$ cat config.mk
export PLATFORM = sky130hd
export DESIGN_NAME = servo_slew_ramp_controller
export DESIGN_NICKNAME = d
export VERILOG_FILES = /design/src/rtl/ssr_pkg.sv /design/src/rtl/ssr_in_stage.sv /design/src/rtl/ssr_core.sv /design/src/rtl/servo_slew_ramp_controller.sv
export SDC_FILE = /design/constraint.sdc
export NUM_CORES = 1
export LEC_CHECK = 0
export BUFFER_PORTS_ARGS = -buffer_cell sky130_fd_sc_hd__buf_4
export CAP_MARGIN = 40
export CORE_MARGIN = 3
export CORE_UTILIZATION = 25
export DETAILED_ROUTE_END_ITERATION = 10
export GPL_ROUTABILITY_DRIVEN = 1
export SLEW_MARGIN = 30
export SYNTH_ARGS = -nofsm -noshare
export SYNTH_HDL_FRONTEND = slang
export SYNTH_SLANG_ARGS = --single-unit
export TNS_END_PERCENT = 30
$ cat constraint.sdc
create_clock -name clk_i -period 7.15 [get_ports clk_i]
set_clock_uncertainty 0.15 [all_clocks]
set_input_delay 1.0725 -clock clk_i [delete_from_list [all_inputs] [get_ports clk_i]]
set_output_delay 1.0725 -clock clk_i [all_outputs]
set_load 0.01 [all_outputs]
$ cat src/rtl/ssr_pkg.sv
// ----------------------------------------------------------------------------
// ssr_pkg
// Types, constants and helper functions shared by the servo slew ramp
// controller and its submodules.
// ----------------------------------------------------------------------------
package ssr_pkg;

  // Field widths.
  localparam int unsigned OpW    = 2;
  localparam int unsigned ChanW  = 2;
  localparam int unsigned PctW   = 8;
  localparam int unsigned PwmW   = 10;
  localparam int unsigned GapW   = 15;

  // Packed widths on the stream ports.
  localparam int unsigned InDataW  = 16;
  localparam int unsigned InUserW  = 4;
  localparam int unsigned OutDataW = 32;
  localparam int unsigned OutUserW = 2;

  // Reset value of the ramp step gap.
  localparam logic [GapW-1:0] GapReset = 15'd10;

  // Largest valid percent position.
  localparam logic [PctW-1:0] PctMax = 8'd100;

  // Compare value at zero percent and at the center position.
  localparam logic [PwmW-1:0] PwmBase   = 10'd120;
  localparam logic [PwmW-1:0] PwmCenter = 10'd360;

  // Reciprocal of five in 16 fraction bits; exact for products up to 6120.
  localparam logic [13:0] RecipFive = 14'd13108;

  // Command codes.
  typedef enum logic [OpW-1:0] {
    OP_TICK   = 2'd0,
    OP_SET    = 2'd1,
    OP_MOVE   = 2'd2,
    OP_CENTER = 2'd3
  } op_e;

  // Channel selection for an immediate set.
  typedef enum logic [ChanW-1:0] {
    CH_LEFT  = 2'd0,
    CH_RIGHT = 2'd1,
    CH_AUX   = 2'd2,
    CH_NONE  = 2'd3
  } chan_e;

  // One registered command on its way to the update logic.
  typedef struct packed {
    op_e             op;
    chan_e           channel;
    logic [PctW-1:0] pos_a;
    logic [PctW-1:0] pos_b;
  } cmd_t;

  // Converts a percent position to a compare value: 120 + floor(p*24/5).
  function automatic logic [PwmW-1:0] pct_to_pwm(input logic [PctW-1:0] p);
    logic [12:0] prod;
    logic [26:0] scaled;
    logic [PwmW-1:0] quot;
    prod   = {1'b0, p, 4'b0000} + {2'b00, p, 3'b000};
    scaled = {14'd0, prod} * {13'd0, RecipFive};
    quot   = scaled[25:16];
    return PwmBase + quot;
  endfunction

  // Moves a current value one count toward its target.
  function automatic logic [PwmW-1:0] slew_one(input logic [PwmW-1:0] cur,
                                               input logic [PwmW-1:0] tgt);
    logic [PwmW-1:0] res;
    if (cur < tgt) begin
      res = cur + 10'd1;
    end else if (cur > tgt) begin
      res = cur - 10'd1;
    end else begin
      res = cur;
    end
    return res;
  endfunction

endpackage

$ cat src/rtl/ssr_in_stage.sv
// ----------------------------------------------------------------------------
// ssr_in_stage
// Input register: captures one command beat and holds it until the update
// stage takes it. A new beat is taken in the same cycle the held one leaves.
// ----------------------------------------------------------------------------
module ssr_in_stage
  import ssr_pkg::*;
(
  input  logic                clk_i,
  input  logic                rst_ni,
  input  logic                s_axis_tvalid,
  output logic                s_axis_tready,
  input  logic [InDataW-1:0]  s_axis_tdata,
  input  logic [InUserW-1:0]  s_axis_tuser,
  output logic                cmd_valid_o,
  output cmd_t                cmd_o,
  input  logic                cmd_ready_i
);

  logic valid_q, valid_d;
  cmd_t cmd_q;

  // Ready whenever the register is empty or is being drained this cycle.
  assign s_axis_tready = !valid_q || cmd_ready_i;

  // Valid flag follows the handshakes on both sides.
  always_comb begin
    valid_d = valid_q;
    if (s_axis_tready) begin
      valid_d = s_axis_tvalid;
    end
  end

  always_ff @(posedge clk_i or negedge rst_ni) begin
    if (!rst_ni) begin
      valid_q <= 1'b0;
    end else begin
      valid_q <= valid_d;
    end
  end

  // Payload capture; no reset needed.
  always_ff @(posedge clk_i) begin
    if (s_axis_tready && s_axis_tvalid) begin
      cmd_q.op      <= op_e'(s_axis_tuser[1:0]);
      cmd_q.channel <= chan_e'(s_axis_tuser[3:2]);
      cmd_q.pos_a   <= s_axis_tdata[7:0];
      cmd_q.pos_b   <= s_axis_tdata[15:8];
    end
  end

  assign cmd_valid_o = valid_q;
  assign cmd_o       = cmd_q;

endmodule

$ cat src/rtl/ssr_core.sv
// ----------------------------------------------------------------------------
// ssr_core
// Servo state and update logic. Applies one registered command per cycle while
// the result register is free or draining, and writes the servo values there.
// ----------------------------------------------------------------------------
module ssr_core
  import ssr_pkg::*;
(
  input  logic                clk_i,
  input  logic                rst_ni,
  input  logic                cfg_we_i,
  input  logic [GapW-1:0]     cfg_wdata_i,
  input  logic                cmd_valid_i,
  input  cmd_t                cmd_i,
  output logic                cmd_ready_o,
  output logic                m_axis_tvalid,
  input  logic                m_axis_tready,
  output logic [OutDataW-1:0] m_axis_tdata,
  output logic [OutUserW-1:0] m_axis_tuser
);

  logic [GapW-1:0] gap_q;
  logic [PwmW-1:0] left_cur_q, left_cur_d, right_cur_q, right_cur_d;
  logic [PwmW-1:0] left_tgt_q, left_tgt_d, right_tgt_q, right_tgt_d;
  logic [PwmW-1:0] aux_q, aux_d;
  logic            left_vld_q, left_vld_d, right_vld_q, right_vld_d;
  logic            ramp_q, ramp_d;
  logic [GapW-1:0] tick_q, tick_d;
  logic            acc_d;
  logic            out_valid_q;
  logic [OutDataW-1:0] out_data_q;
  logic [OutUserW-1:0] out_user_q;
  logic            advance;
  logic [PwmW-1:0] pwm_a, pwm_b;
  logic            a_ok, b_ok;

  // A command moves on when the result register is free or draining.
  assign cmd_ready_o = !out_valid_q || m_axis_tready;
  assign advance     = cmd_valid_i && cmd_ready_o;

  // Percent conversions and range checks.
  assign pwm_a = pct_to_pwm(cmd_i.pos_a);
  assign pwm_b = pct_to_pwm(cmd_i.pos_b);
  assign a_ok  = cmd_i.pos_a <= PctMax;
  assign b_ok  = cmd_i.pos_b <= PctMax;

  // Next state for one command.
  always_comb begin
    left_cur_d  = left_cur_q;
    right_cur_d = right_cur_q;
    left_tgt_d  = left_tgt_q;
    right_tgt_d = right_tgt_q;
    aux_d       = aux_q;
    left_vld_d  = left_vld_q;
    right_vld_d = right_vld_q;
    ramp_d      = ramp_q;
    tick_d      = tick_q;
    acc_d       = 1'b0;
    case (cmd_i.op)
      OP_TICK: begin
        if (ramp_q) begin
          acc_d = 1'b1;
          if (tick_q < gap_q) begin
            tick_d = tick_q + 15'd1;
          end else begin
            tick_d      = '0;
            left_cur_d  = slew_one(left_cur_q, left_tgt_q);
            right_cur_d = slew_one(right_cur_q, right_tgt_q);
          end
        end
      end
      OP_SET: begin
        if (a_ok) begin
          case (cmd_i.channel)
            CH_LEFT: begin
              ramp_d     = 1'b0;
              left_cur_d = pwm_a;
              left_vld_d = 1'b1;
              acc_d      = 1'b1;
            end
            CH_RIGHT: begin
              ramp_d      = 1'b0;
              right_cur_d = pwm_a;
              right_vld_d = 1'b1;
              acc_d       = 1'b1;
            end
            CH_AUX: begin
              aux_d = pwm_a;
              acc_d = 1'b1;
            end
            default: begin
              acc_d = 1'b0;
            end
          endcase
        end
      end
      OP_MOVE: begin
        if (a_ok && b_ok && left_vld_q && right_vld_q) begin
          left_tgt_d  = pwm_a;
          right_tgt_d = pwm_b;
          ramp_d      = 1'b1;
          acc_d       = 1'b1;
        end
      end
      default: begin
        left_cur_d  = PwmCenter;
        right_cur_d = PwmCenter;
        left_vld_d  = 1'b1;
        right_vld_d = 1'b1;
        acc_d       = 1'b1;
      end
    endcase
  end

  // Servo state and ramp gap register.
  always_ff @(posedge clk_i or negedge rst_ni) begin
    if (!rst_ni) begin
      gap_q       <= GapReset;
      left_cur_q  <= '0;
      right_cur_q <= '0;
      left_tgt_q  <= '0;
      right_tgt_q <= '0;
      aux_q       <= '0;
      left_vld_q  <= 1'b0;
      right_vld_q <= 1'b0;
      ramp_q      <= 1'b0;
      tick_q      <= '0;
    end else begin
      if (cfg_we_i) begin
        gap_q <= cfg_wdata_i;
      end
      if (advance) begin
        left_cur_q  <= left_cur_d;
        right_cur_q <= right_cur_d;
        left_tgt_q  <= left_tgt_d;
        right_tgt_q <= right_tgt_d;
        aux_q       <= aux_d;
        left_vld_q  <= left_vld_d;
        right_vld_q <= right_vld_d;
        ramp_q      <= ramp_d;
        tick_q      <= tick_d;
      end
    end
  end

  // Result valid flag.
  always_ff @(posedge clk_i or negedge rst_ni) begin
    if (!rst_ni) begin
      out_valid_q <= 1'b0;
    end else if (cmd_ready_o) begin
      out_valid_q <= cmd_valid_i;
    end
  end

  // Result payload, taken after the update.
  always_ff @(posedge clk_i) begin
    if (advance) begin
      out_data_q <= {2'b00, aux_d, right_cur_d, left_cur_d};
      out_user_q <= {acc_d, ramp_d};
    end
  end

  assign m_axis_tvalid = out_valid_q;
  assign m_axis_tdata  = out_data_q;
  assign m_axis_tuser  = out_user_q;

endmodule

$ cat src/rtl/servo_slew_ramp_controller.sv
// ----------------------------------------------------------------------------
// servo_slew_ramp_controller
// Two servo channels that ramp their compare value one count per prescaled
// tick toward a target, plus an auxiliary channel that is only set at once.
//
//   Channel   Direction  Beat contents
//   s_axis    in         one command: op, channel, two percent positions
//   m_axis    out        one result per command: three compare values, flags
//   cfg       in         ramp step gap in ticks, minus one
//
// Each command passes through the input register and then the update stage,
// which writes the result register. One command is accepted per cycle while
// the result side keeps up; a stalled result holds the update stage, and the
// input register then fills and drops ready.
// Reset clears all servo state and sets the step gap to ten.
// ----------------------------------------------------------------------------
module servo_slew_ramp_controller
  import ssr_pkg::*;
(
  input  logic                clk_i,
  input  logic                rst_ni,
  // Configuration write of the ramp step gap.
  input  logic                cfg_we_i,
  input  logic [GapW-1:0]     cfg_wdata_i,
  // Command stream.
  input  logic                s_axis_tvalid,
  output logic                s_axis_tready,
  input  logic [InDataW-1:0]  s_axis_tdata,   // pos_a[7:0], pos_b[15:8]
  input  logic [InUserW-1:0]  s_axis_tuser,   // op[1:0], channel[3:2]
  // Result stream.
  output logic                m_axis_tvalid,
  input  logic                m_axis_tready,
  output logic [OutDataW-1:0] m_axis_tdata,   // left_pwm[9:0], right_pwm[19:10],
                                              // aux_pwm[29:20], zeros[31:30]
  output logic [OutUserW-1:0] m_axis_tuser    // ramp_active[0], accepted[1]
);

  logic cmd_valid;
  logic cmd_ready;
  cmd_t cmd;

  // Command input register.
  ssr_in_stage u_in_stage (
    .clk_i         (clk_i),
    .rst_ni        (rst_ni),
    .s_axis_tvalid (s_axis_tvalid),
    .s_axis_tready (s_axis_tready),
    .s_axis_tdata  (s_axis_tdata),
    .s_axis_tuser  (s_axis_tuser),
    .cmd_valid_o   (cmd_valid),
    .cmd_o         (cmd),
    .cmd_ready_i   (cmd_ready)
  );

  // State update and result register.
  ssr_core u_core (
    .clk_i         (clk_i),
    .rst_ni        (rst_ni),
    .cfg_we_i      (cfg_we_i),
    .cfg_wdata_i   (cfg_wdata_i),
    .cmd_valid_i   (cmd_valid),
    .cmd_i         (cmd),
    .cmd_ready_o   (cmd_ready),
    .m_axis_tvalid (m_axis_tvalid),
    .m_axis_tready (m_axis_tready),
    .m_axis_tdata  (m_axis_tdata),
    .m_axis_tuser  (m_axis_tuser)
  );

endmodule
==> results of run 1 <==
worst max-delay path: cells and delay by family, from the launching register on:
kind | cells | cell delay [ps]
compound gates | 12 | 2550
simple gates | 2 | 470
fa+ha+maj | 8 | 2710
buf+inv | 3 | 170
xor+xnor | 2 | 240
flops | 1 | 430
layer usage:
metal  up-vias  global-route usage  wire (um)
met3        43              0.0222       1260
met5         -                   0          0
met2       206               0.183      13600
met1      4549               0.161      14700
li1       4585                   -          -
met4         0              0.0357        509
through the flow:
step	cells	TNS, ps	setup slack, ps	utilization	cell area, sq um
final	2026	0	154	0.309	14900
after detailed placement	1974	-439	-158	0.289	13900
after global placement	1973	0	10.5	0.288	13900
after CTS	2008	-3.91	-3.91	0.302	14600
after global routing	2026	-406	-124	0.309	14900
after floorplan	1241	-19.0	-19.0	-	12300
repair_timing:
item                       4_1_cts  5_1_grt
pin swaps                        5       37
gates resized for setup         12       36
setup endpoints to repair        7       28
setup buffers                    2       17
registers in the layout (all words and copies together), names as in the netlist, 2 cells and up:
signal / flops
u_core.left_cur_q: 10
u_core.m_axis_tdata: 30
u_core.tick_q: 15
u_core.gap_q: 15
u_in_stage.cmd_o: 20
u_core.m_axis_tuser: 2
u_core.left_tgt_q: 10
u_core.right_cur_q: 10
u_core.aux_q: 10
u_core.right_tgt_q: 10
path summary, 6_finish.rpt:
| path | endpoint | slack [ps] | depth (start not counted) |
|---|---|---|---|
| worst max register to register | u_core.m_axis_tdata[9]$_DFFE_PP_ | 150 | 27 |
| worst min-delay path | u_core.right_vld_q$_DFFE_PN0P_ | 320 | 1 |
| worst min register to register | u_core.right_vld_q$_DFFE_PN0P_ | 320 | 1 |
| worst max-delay path | u_core.m_axis_tdata[9]$_DFFE_PP_ | 150 | 27 |
| max in group asynchronous | u_core.aux_q[2]$_DFFE_PN0P_ | 5580 | 3 |
| min in group asynchronous | u_core.gap_q[2]$_DFFE_PN0P_ | 330 | 1 |
area by class of cell:
| class | count | area (sq um) | share of cell area |
|---|---|---|---|
| Sequential cell | 137 | 3690 | 0.248 |
| Clock buffer | 19 | 454 | 0.0305 |
| Clock inverter | 13 | 121 | 0.00815 |
| Inverter | 143 | 537 | 0.0361 |
| Tap cell | 656 | 821 | 0.0551 |
| Timing Repair Buffer | 135 | 1050 | 0.0707 |
| Multi-Input combinational cell | 923 | 8210 | 0.551 |
cells by family (layout without fill, tap and decap cells):
logic type,count (synthesis),count (layout),synth area share
AO/OA/AOI/OAI,251,251,0.135
XOR/XNOR,78,78,0.0555
adder cells (fa/ha/maj),270,270,0.309
buffers and inverters,181,310,0.0558
flip-flops,137,137,0.300
multiplexers,31,31,0.0279
other,1,2,0.000305
AND/OR/NAND/NOR,291,291,0.116
cell usage in the layout (no fill, tap or decap), types with 7 or more instances in the layout:
master and instances:
nor3_1 16, nand4_1 17, a21oi_1 52, inv_1 139, a21oi_2 7, and3_1 11, nand3_1 21, a21o_1 25
nor2_1 59, fa_1 55, nand2b_1 12, nor2b_1 11, clkbuf_16 18, xor2_1 35, o21ai_0 65, mux2_2 26
o21bai_1 8, edfxtp_1 52, o21a_1 10, o31ai_1 7, inv_6 7, buf_4 130, nand2_1 95, dfrtp_1 83
xnor2_1 34, a221oi_1 7, and2_1 8, or3_1 12, ha_1 203
==> results.md, run 1 <==
- Status: completed
- Yosys cell types: 70
- Dominant cells by area after synthesis: ha_1 22%, dfrtp_1 17%, edfxtp_1 13%
- Global route total overflow: 0
- Post-Synthesis Cells: 1,240
- Sequential area share after synthesis: 0.300
- Final min period: 7000 ps
- Worst-margin pin slew: 841 ps
- Hold_buf cts: 0
- Row cnt: 80
- DRC viols: 0
- Drt initial violations: 751
- Share of the synthesized area in the top cell type: 0.217
- Avg Cell Area, Syn: 9.92 sq um
- Max-slew violations: 0
- Final Hold Slack: 319 ps
- DRT Pass-1 Iters: 6
- Clock sink total: 137
- Starting Density: 0.255
- Clock latency on the worst-skew pair: 460 ps
- Clk Tree Root Cell: clkbuf_16
- Total GRT Usage: 0.116
- Core Area: 48,100 sq um
- Cell Area, Synth: 12,300 sq um
- Vias in the first global route: 9,488
- Hold Startpoint: u_core.right_vld_q$_DFFE_PN0P_
- Placed wire-length estimate: 23,400 um
- PortBufs: 73
- # fillers: 4,929
- Async SR Flop Fraction: 0.620
- Worst Path Arrival: 7040 ps
- Die area: 51,900 sq um
- Crit Path Category: flip-flop to flip-flop
- Layout cells sized above 1: 0.182
- Vias per cell: 4.63
- Period utilization: 0.978
- CP max stage delay: 500 ps
- F_max: 143 MHz
- DR vias: 9,383
- Most used DFF post-synth: dfrtp_1
- Final Hold Viols: 0
- Die Ht: 228 um
- WL final: 30,000 um
- Required @ worst endpoint: 7190 ps
- R2r startpoint: u_in_stage.cmd_o[9]$_DFFE_PP_
- Critical-path top delay cell: fa_1
- Final nets: 1,667
- CTS max path bufs: 2
- Largest net degree at the start of global routing: 46
- Yosys warns: 0
- Antenna Cells: 0
- Gpl congestion: 0.887
- Antenna violations before repair: 0
- Die W: 228 um
- Routed Antenna Nets: 0
- CP Launch Type: flip-flop
- Crit. End Element: flip-flop
- Crit path launch: u_in_stage.cmd_o[9]$_DFFE_PP_
- Hold/Removal Path Class: flip-flop to flip-flop
- Most common cell in the synthesized netlist: ha_1
- Routed len/inst: 14.8 um
- Synth cell count leaders: 213 x ha_1, 142 x inv_1, 95 x nand2_1, 83 x dfrtp_1, 68 x o21ai_0
- First-pass GRT wire length: 49,200 um
- #FFs+latches synth: 137
- RSZ-0062 raised after global routing: true
- CTS Buf Count: 17
- Final setup viols: 0
- H-tree depth: 4
- IO Pins: 76
- Leading area contributor after synthesis: ha_1
- Clock Pin Slew Worst Setup and Hold Paths: 70 ps
- CTS tree: yes
- Syn-to-layout area delta: 21.0%
- Slew margin rel.: 0.438
- Max-cap viol count: 0
- CP Max Fanout: 6
- Post-synth EDFFs: 52
Power of run 1 is not shown: default switching activity piles up to over one toggle a cycle in this logic, so the estimate is an artifact.
==> run 2, diff against run 1 <==
--- a/config.mk
+++ b/config.mk
@@ -8,11 +8,12 @@
 export BUFFER_PORTS_ARGS = -buffer_cell sky130_fd_sc_hd__buf_4
 export CAP_MARGIN = 40
 export CORE_MARGIN = 3
-export CORE_UTILIZATION = 25
+export CORE_UTILIZATION = 35
 export DETAILED_ROUTE_END_ITERATION = 10
 export GPL_ROUTABILITY_DRIVEN = 1
 export SLEW_MARGIN = 30
 export SYNTH_ARGS = -nofsm -noshare
 export SYNTH_HDL_FRONTEND = slang
+export SYNTH_HIERARCHICAL = 1
 export SYNTH_SLANG_ARGS = --single-unit
 export TNS_END_PERCENT = 30
==> run 2 against run 1 <==
Compared with the run above: register-to-register slack worse by 190 ps; critical path depth up 4; cell area up 0.36%; flip-flop and latch count unchanged; die area down 27%; synthesized cell count up 5.1%; count of clock-buffer cells in the layout down 2; the flow now finishes with violations (setup timing); largest cell class unchanged; setup slack worse by 190 ps.
==> results.md, run 2 <==
- Status: complete, but fails checks (was completed)
- Violated checks: setup timing
- Worst-margin pin slew: 873 ps (was 841 ps)
- Routed Antenna Nets: 0 (unchanged)
- Simple-gate portion of the synthesized area: 0.135 (was 0.116)
- Antenna Cells: 0 (unchanged)
- RSZ-0062 raised after global routing: true (unchanged)
- CP max stage delay: 510 ps (was 500 ps)
- Period utilization: 1.00 (was 0.978)
- Sum Neg Setup Slack: -30.6 ps (was 0 ps)
- CP Launch Type: flip-flop (unchanged)
- Min setup slack post-route: -30.6 ps (was 154 ps)
- CTS tree: yes (unchanged)
- #FFs+latches synth: 137 (unchanged)
- Synth Area in Adders: 0.300 (was 0.309)
- Max reg flops: 30 (unchanged)
- Slew margin rel.: 0.414 (was 0.438)
- Reg-to-Reg End: u_core/m_axis_tdata[29]$_DFFE_PP_ (was u_core.m_axis_tdata[9]$_DFFE_PP_)
- R2r startpoint: u_in_stage/cmd_o[9]$_DFFE_PP_ (was u_in_stage.cmd_o[9]$_DFFE_PP_)
- Post-Synthesis Cells: 1,303 (was 1,240)
- Crit Path Category: flip-flop to flip-flop (unchanged)
- Max-cap viol count: 0 (unchanged)
- Commonest non-fill, non-tap cells in the layout: 198 x ha_1, 162 x inv_1, 126 x buf_4, 123 x nand2_1, 83 x dfrtp_1 (was 203 x ha_1, 139 x inv_1, 130 x buf_4, 95 x nand2_1, 83 x dfrtp_1)
- Storage element area: 3690 sq um (unchanged)
- Syn-to-layout area delta: 19.6% (was 21.0%)
- CTS Buf Count: 17 (unchanged)
- Critical-path top delay cell: fa_1 (unchanged)
- Vias in the first global route: 9,280 (was 9,488)
- Crit path top cell by count: fa_1
- Gpl congestion: 0.859 (was 0.887)
- Compound-Gate Fraction of Synth Area: 0.129 (was 0.135)
- Largest net degree at the start of global routing: 61 (was 46)
- Layout cells sized above 1: 0.179 (was 0.182)
- Global route total overflow: 0 (unchanged)
- Crit path launch: u_in_stage/cmd_o[9]$_DFFE_PP_ (was u_in_stage.cmd_o[9]$_DFFE_PP_)
- Reg2reg setup slack: -30 ps (was 150 ps)
- Worst R2R Path Depth: 31 (was 27)
- Clock Pin Slew Worst Setup and Hold Paths: 60 ps (was 70 ps)
- Commonest non-fill, non-tap cell in the layout: ha_1 (unchanged)
- Hold_buf cts: 0 (unchanged)
- First-pass GRT wire length: 46,300 um (was 49,200 um)
- DRT Pass-1 Iters: 5 (was 6)
- Die Ht: 195 um (was 228 um)
- DRC viols: 0 (unchanged)
- WL final: 28,300 um (was 30,000 um)
- Post-synth EDFFs: 52 (unchanged)
- Dominant cells by area after synthesis: ha_1 21%, dfrtp_1 17%, edfxtp_1 13% (was ha_1 22%, dfrtp_1 17%, edfxtp_1 13%)
- Post-synthesis mux area share: 0.0198 (was 0.0279)
- Max-slew violations: 0 (unchanged)
- Share of the synthesized area in the top cell type: 0.208 (was 0.217)
- Synth cell count leaders: 208 x ha_1, 166 x inv_1, 125 x nand2_1, 83 x dfrtp_1, 66 x o21ai_0 (was 213 x ha_1, 142 x inv_1, 95 x nand2_1, 83 x dfrtp_1, 68 x o21ai_0)
- Core Area: 34,900 sq um (was 48,100 sq um)
- H-tree depth: 4 (unchanged)
- Final Hold Viols: 0 (unchanged)
- Clock sink total: 137 (unchanged)
- Leading area contributor after synthesis: ha_1 (unchanged)
- Clock latency on the worst-skew pair: 440 ps (was 460 ps)
- Clk Tree Root Cell: clkbuf_16 (unchanged)
- Most used DFF post-synth: dfrtp_1 (unchanged)
- Final min period: 7180 ps (was 7000 ps)
- Avg Cell Area, Syn: 9.58 sq um (was 9.92 sq um)
- Most common cell in the synthesized netlist: ha_1 (unchanged)
- Drt initial violations: 549 (was 751)
- CTS max path bufs: 2 (unchanged)
- CP endpoint: u_core/m_axis_tdata[29]$_DFFE_PP_ (was u_core.m_axis_tdata[9]$_DFFE_PP_)
- Cell Area, Synth: 12,500 sq um (was 12,300 sq um)
- PortBufs: 73 (unchanged)
- Yosys cell types: 81 (was 70)
- Multi-input gate area: 8350 sq um (was 8210 sq um)
- F_max: 139 MHz (was 143 MHz)
- Die W: 195 um (was 228 um)
- IO Pins: 76 (unchanged)
- Placed wire-length estimate: 22,300 um (was 23,400 um)
- Row cnt: 68 (was 80)
- # fillers: 3,343 (was 4,929)
- Final setup viols: 1 (was 0)
- Placement Setup Slack: -96.1 ps (was -158 ps)
- Final Util: 0.428 (was 0.309)
- Crit. End Element: flip-flop (unchanged)
- Required @ worst endpoint: 7180 ps (was 7190 ps)
- Sequential area share after synthesis: 0.296 (was 0.300)
- Total GRT Usage: 0.149 (was 0.116)
- Starting Density: 0.358 (was 0.255)
- Post-Synth XOR/XNOR Area: 0.0568 (was 0.0555)
- Worst Path Arrival: 7210 ps (was 7040 ps)
- Largest family of logic cells by synthesized area: adder cells (unchanged)
- DR vias: 9,463 (was 9,383)
- Final nets: 1,718 (was 1,667)
- Yosys warns: 6 (was 0)
- CP Max Fanout: 5 (was 6)
- Hold/Removal Path Class: flip-flop to flip-flop (unchanged)
- Die area: 38,000 sq um (was 51,900 sq um)
- Antenna violations before repair: 0 (unchanged)
- Vias per cell: 5.03 (was 4.63)
- Routed len/inst: 15.0 um (was 14.8 um)
- Async SR Flop Fraction: 0.620 (unchanged)
-- run 2: stage by stage --
| step | instances | hold WS [ps] | instance area [sq um] |
|---|---|---|---|
| floorplan | 1304 | 278 | 12600 |
| global placement | 1832 | 289 | 13900 |
| detailed placement | 1834 | 296 | 13900 |
| CTS | 1870 | 313 | 14600 |
| global route | 1881 | 329 | 14900 |
| finish | 1881 | 309 | 14900 |
-- run 2: what timing repair did --
action	CTS	global route
gates cloned	0	0
pin swaps	14	24
setup buffers	4	10
setup endpoints to repair	3	26
resized for setup	3	33
-- run 2: cell type report --
| type | count | area share |
|---|---|---|
| sequential | 137 | 0.247 |
| multi-input combinational | 958 | 0.559 |
| tap | 455 | 0.0381 |
| clock inverter | 15 | 0.0159 |
| timing repair buffer | 132 | 0.0692 |
| clock buffer | 17 | 0.0285 |
| inverter | 167 | 0.0420 |
-- run 2: cells by family (layout without fill, tap and decap cells) --
logic type               Yosys count  after routing
AND/OR/NAND/NOR                  344            344
AO/OA/AOI/OAI                    244            244
other                              1              2
buffers and inverters            209            331
flip-flops                       137            137
adder cells (fa/ha/maj)          265            265
multiplexers                      22             22
XOR/XNOR                          81             81
-- run 2: metal layers --
layer,part of all wire,global-route usage
met1,0.48,0.204
met2,0.47,0.245
met3,0.036,0.0243
met4,0.016,0.0407
met5,0,0
-- run 2: worst min path at each step --
| stage | start | end | slack, ps | depth (start not counted) |
|---|---|---|---|---|
| 6_report | u_core/right_vld_q$_DFFE_PN0P_ | u_core/right_vld_q$_DFFE_PN0P_ | 310 | 1 |
| 5_1_grt | u_core/right_vld_q$_DFFE_PN0P_ | u_core/right_vld_q$_DFFE_PN0P_ | 330 | 1 |
| 4_1_cts | u_core/right_vld_q$_DFFE_PN0P_ | u_core/right_vld_q$_DFFE_PN0P_ | 310 | 1 |
| 3_5_place_dp | u_core/left_vld_q$_DFFE_PN0P_ | u_core/left_vld_q$_DFFE_PN0P_ | 300 | 1 |
| 3_3_place_gp | u_core/right_vld_q$_DFFE_PN0P_ | u_core/right_vld_q$_DFFE_PN0P_ | 290 | 1 |
| 2_1_floorplan | u_core/right_vld_q$_DFFE_PN0P_ | u_core/right_vld_q$_DFFE_PN0P_ | 280 | 1 |
-- run 2: critical path: cells and delay by family (launching register included) --
kind                       cells  cell delay (ps)
AOI/OAI and AO/OA              6              980
DFF                            1              430
xor gates and xnor gates       3              470
muxes                          3              870
and+or+nand+nor                5              650
buffers and inverters          6              470
adders and majority gates      8             2930
Power of run 2 is left out for the same reason.
